===== config.mk =====
export PLATFORM = sky130hd
export DESIGN_NAME = smbl_ram
export DESIGN_NICKNAME = d
export VERILOG_FILES = /design/src/rtl/smbl_ram.sv
export SDC_FILE = /design/constraint.sdc
export NUM_CORES = 1
export LEC_CHECK = 0
export BUFFER_PORTS_ARGS = -buffer_cell sky130_fd_sc_hd__buf_4
export CAP_MARGIN = 30
export CORE_AREA = 2 2 367 369
export CTS_CLUSTER_SIZE = 24
export DETAILED_ROUTE_END_ITERATION = 12
export DIE_AREA = 0 0 369 371
export PLACE_DENSITY = 0.78
export SYNTH_ARGS = -nofsm -noshare
export SYNTH_HDL_FRONTEND = slang
export SYNTH_SLANG_ARGS = --single-unit

===== constraint.sdc =====
create_clock -name clk -period 16.95 [get_ports clk]
set_input_delay 2.5425 -clock clk [delete_from_list [all_inputs] [get_ports clk]]
set_output_delay 2.5425 -clock clk [all_outputs]
set_load 0.02 [all_outputs]

===== src/rtl/smbl_ram.sv =====
module smbl_ram #(
	parameter int unsigned WIDTH = 128,
	parameter int unsigned DEPTH = 16
) (
	input  logic                                   clk,
	input  logic                                   wr_en,
	input  logic [(DEPTH > 1 ? $clog2(DEPTH) : 1)-1:0] wr_addr,
	input  logic [WIDTH-1:0]                       wr_data,
	input  logic                                   rd_en,
	input  logic [(DEPTH > 1 ? $clog2(DEPTH) : 1)-1:0] rd_addr,
	output logic [WIDTH-1:0]                       rd_data
);

	logic [WIDTH-1:0] mem_q [DEPTH];
	logic [WIDTH-1:0] rd_data_q;

	always_ff @(posedge clk) begin
		if (wr_en) begin
			mem_q[wr_addr] <= wr_data;
		end
		if (rd_en) begin
			rd_data_q <= mem_q[rd_addr];
		end
	end

	assign rd_data = rd_data_q;

endmodule

==> impl_metrics.yaml <==
run_status:
  run_status: "complete, no violations"
critical_path:
  crit_required_ns: 17.39
  crit_type: "in2reg"
  critPathMaxFanout: 43
  end_kind: "flip-flop"
  worst_ep_arrival_time_ns: 6.24
  critPathLaunchType: "input pin"
timing:
  finalSetupViolations: 0
  slew_viol_final: 0
  skew_ns: 0.0218
  period_share: 0.342
  max_freq_mhz: 173
  tns_ns: 0
  hold_viol: 0
  max-slew-margin-rel: 0.290
  rsz0062_at_grt: "no"
  tightest_slew_ns: 1.07
  fin_crit_ns: 5.80
  layout_setup_ws_ns: 11.15
clocking:
  clock-sinks: 2176
  cts_tree: "built"
  numCtsBuffers: 199
  postCtsResizedCells: 0
  htreeDepth: 4
  ctsHoldBuffers: 0
  clockRootBuffer: "clkbuf_16"
  max-clock-path-buffers: 3
  post_cts_buffers: 0
  clk_pin_slew_ns: 0.06
  clock_latency_ns: 0.82
floorplan:
  die_w_um: 369
  rows: 134
  dieArea_mm2: 0.137
  initial_utilization: 0.608
  fp.coreArea_mm2: 0.133
  io_pins: 267
  die_y_um: 371
synth:
  synth_ff_type: "edfxtp_1"
  synth-async-reset-ratio: 0
  synth.area.top_cells: "edfxtp_1 (81%), mux4_2 (13%), a22oi_1 (2.0%)"
  synthAdderAreaFrac: 0
  synth_compound_area_frac: 0.0255
  seq_area_frac_synth: 0.809
  ys_seq_elements: 2176
  synth_cell_types: 24
  synth_edf_count: 2176
  syn_avg_cell_area_um2: 24.0
  synth_mux_area_frac: 0.145
  synthSimpleGateAreaFrac: 0.00952
  netlist_area_mm2: 0.0807
  yosysTopAreaCellShare: 0.809
  yosys_warnings: 0
  synth_top_cell_by_area: "edfxtp_1"
  synth_xor_xnor_area_share: 0
  synth_top_family_by_area: "multiplexers"
  syn_nets: 3496
  syn_inst: 3357
finish:
  num-nets-final: 3868
  drive_gt1_frac: 0.301
  post-route-cell-area_mm2: 0.0912
  syn_to_final_growth_pct: 13.0
  nFillCells: 7758
placed_design:
  place_congestion: 0.722
  place_area_mm2: 0.0850
  dp_hpwl_um: 86800
  port_buffers: 266
  pre_cts_slack_ns: 10.30
global_route:
  grt_pass1_wl_um: 269000
  grt_overflow: 0
  antenna_found_initial: 26
  grt_usage: 0.278
  grt_pass1_vias: 39300
  grt_max_degree: 125
power_and_ir_drop:
  ir_worst_vdd_uv: 85.7
  power.leakage_nw: 29.0
  powerDensity_mw_per_mm2: 120
drt:
  drtIter0Drc: 5386
  wl_um: 190000
  drcViolationCount: 0
  post_drt_wl_per_cell_um: 33.5
  ant_nets: 0
  drt_pre_antenna_iters: 5
  num_vias: 38100
  viasPerCell: 6.72
job:
  cap_violations: 0
hold_path:
  hp-class: "reg2reg"
## cells in the final DEF, fill, tap and decap left out, types with 6 or more instances in the layout
master,Yosys,routed
o22a_1,6,6
clkbuf_1,65,55
nand2_1,95,95
nor2b_1,29,26
buf_16,0,7
diode_2,0,13
a221oi_1,12,12
o221ai_1,23,23
nand2b_1,16,16
o21ai_0,17,17
mux4_2,477,477
buf_12,0,12
mux2_2,64,64
clkinv_1,0,42
mux2i_1,24,24
edfxtp_1,2176,2176
clkbuf_16,0,205
nor2_4,0,13
buf_4,12,323
a22oi_1,215,215
clkinv_2,0,31
bufinv_16,0,7
## kinds of logic after synthesis
family	count (synthesis)
AO/OA/AOI/OAI	273
buffers and inverters	176
flip-flops	2176
multiplexers	565
AND/OR/NAND/NOR	167
## worst max-delay path, stage by stage
cell	delay (ns)
buf_4	0.12
or3b_2	0.59
nor2_4	0.71
buf_4	0.80
buf_4	0.67
buf_4	0.68
## area by class of cell
| type | instances | area, µm² | area share |
|---|---|---|---|
| clock buffer | 260 | 5340 | 0.0585 |
| antenna | 13 | 32.5 | 0.000357 |
| timing repair buffer | 347 | 2930 | 0.0321 |
| tap | 1768 | 2210 | 0.0243 |
| sequential | 2176 | 65300 | 0.717 |
| multi-input combinational | 1005 | 14700 | 0.161 |
| clock inverter | 93 | 673 | 0.00738 |
## layer usage
| metal | vias up | share of wire | global-route usage |
|---|---|---|---|
| li1 | 15200 | - | - |
| met1 | 20100 | 0.36 | 0.380 |
| met2 | 2416 | 0.50 | 0.441 |
| met3 | 374 | 0.11 | 0.0740 |
| met4 | 28 | 0.029 | 0.101 |
| met5 | - | 0.00094 | 0 |
## sequential cells by signal (all words and copies together), names as in the netlist
name and cells:
mem_q 2048, rd_data 128
## per-stage QoR
step	cells	hold slack, ns	util	power [mW]
2_1_floorplan	3357	0.710	-	6.54
5_1_grt	5659	0.766	0.687	11.2
6_report	5662	0.745	0.687	10.9
3_5_place_dp	5289	0.730	0.640	6.78
4_1_cts	5642	0.747	0.685	10.9
3_3_place_gp	5285	0.723	0.639	6.76
## synth_stat cells, types with 16 or more instances
| cell type | count |
|---|---|
| a22oi_1 | 215 |
| buf_2 | 86 |
| clkbuf_1 | 65 |
| edfxtp_1 | 2176 |
| mux2_2 | 64 |
| mux2i_1 | 24 |
| mux4_2 | 477 |
| nand2_1 | 95 |
| nand2b_1 | 16 |
| nor2b_1 | 29 |
| o21ai_0 | 17 |
| o221ai_1 | 23 |
## worst paths after layout
check / from / end / cells after the start / slack, ns
worst max-delay path: wr_addr[2] / mem_q[2][89] / 6 / 11.15
worst min-delay path: mem_q[6][47] / rd_data[47] / 3 / 0.74
worst max register to register: mem_q[13][118] / rd_data[118] / 3 / 15.35
worst min register to register: mem_q[6][47] / rd_data[47] / 3 / 0.74
## power breakdown
part	internal (mW)	switching, mW	total [mW]
logic	0.231	0.341	0.571
registers	6.06	0.0484	6.11
clock network	2.31	1.90	4.22
total	8.61	2.29	10.9
(Power assumes the default switching activity.)
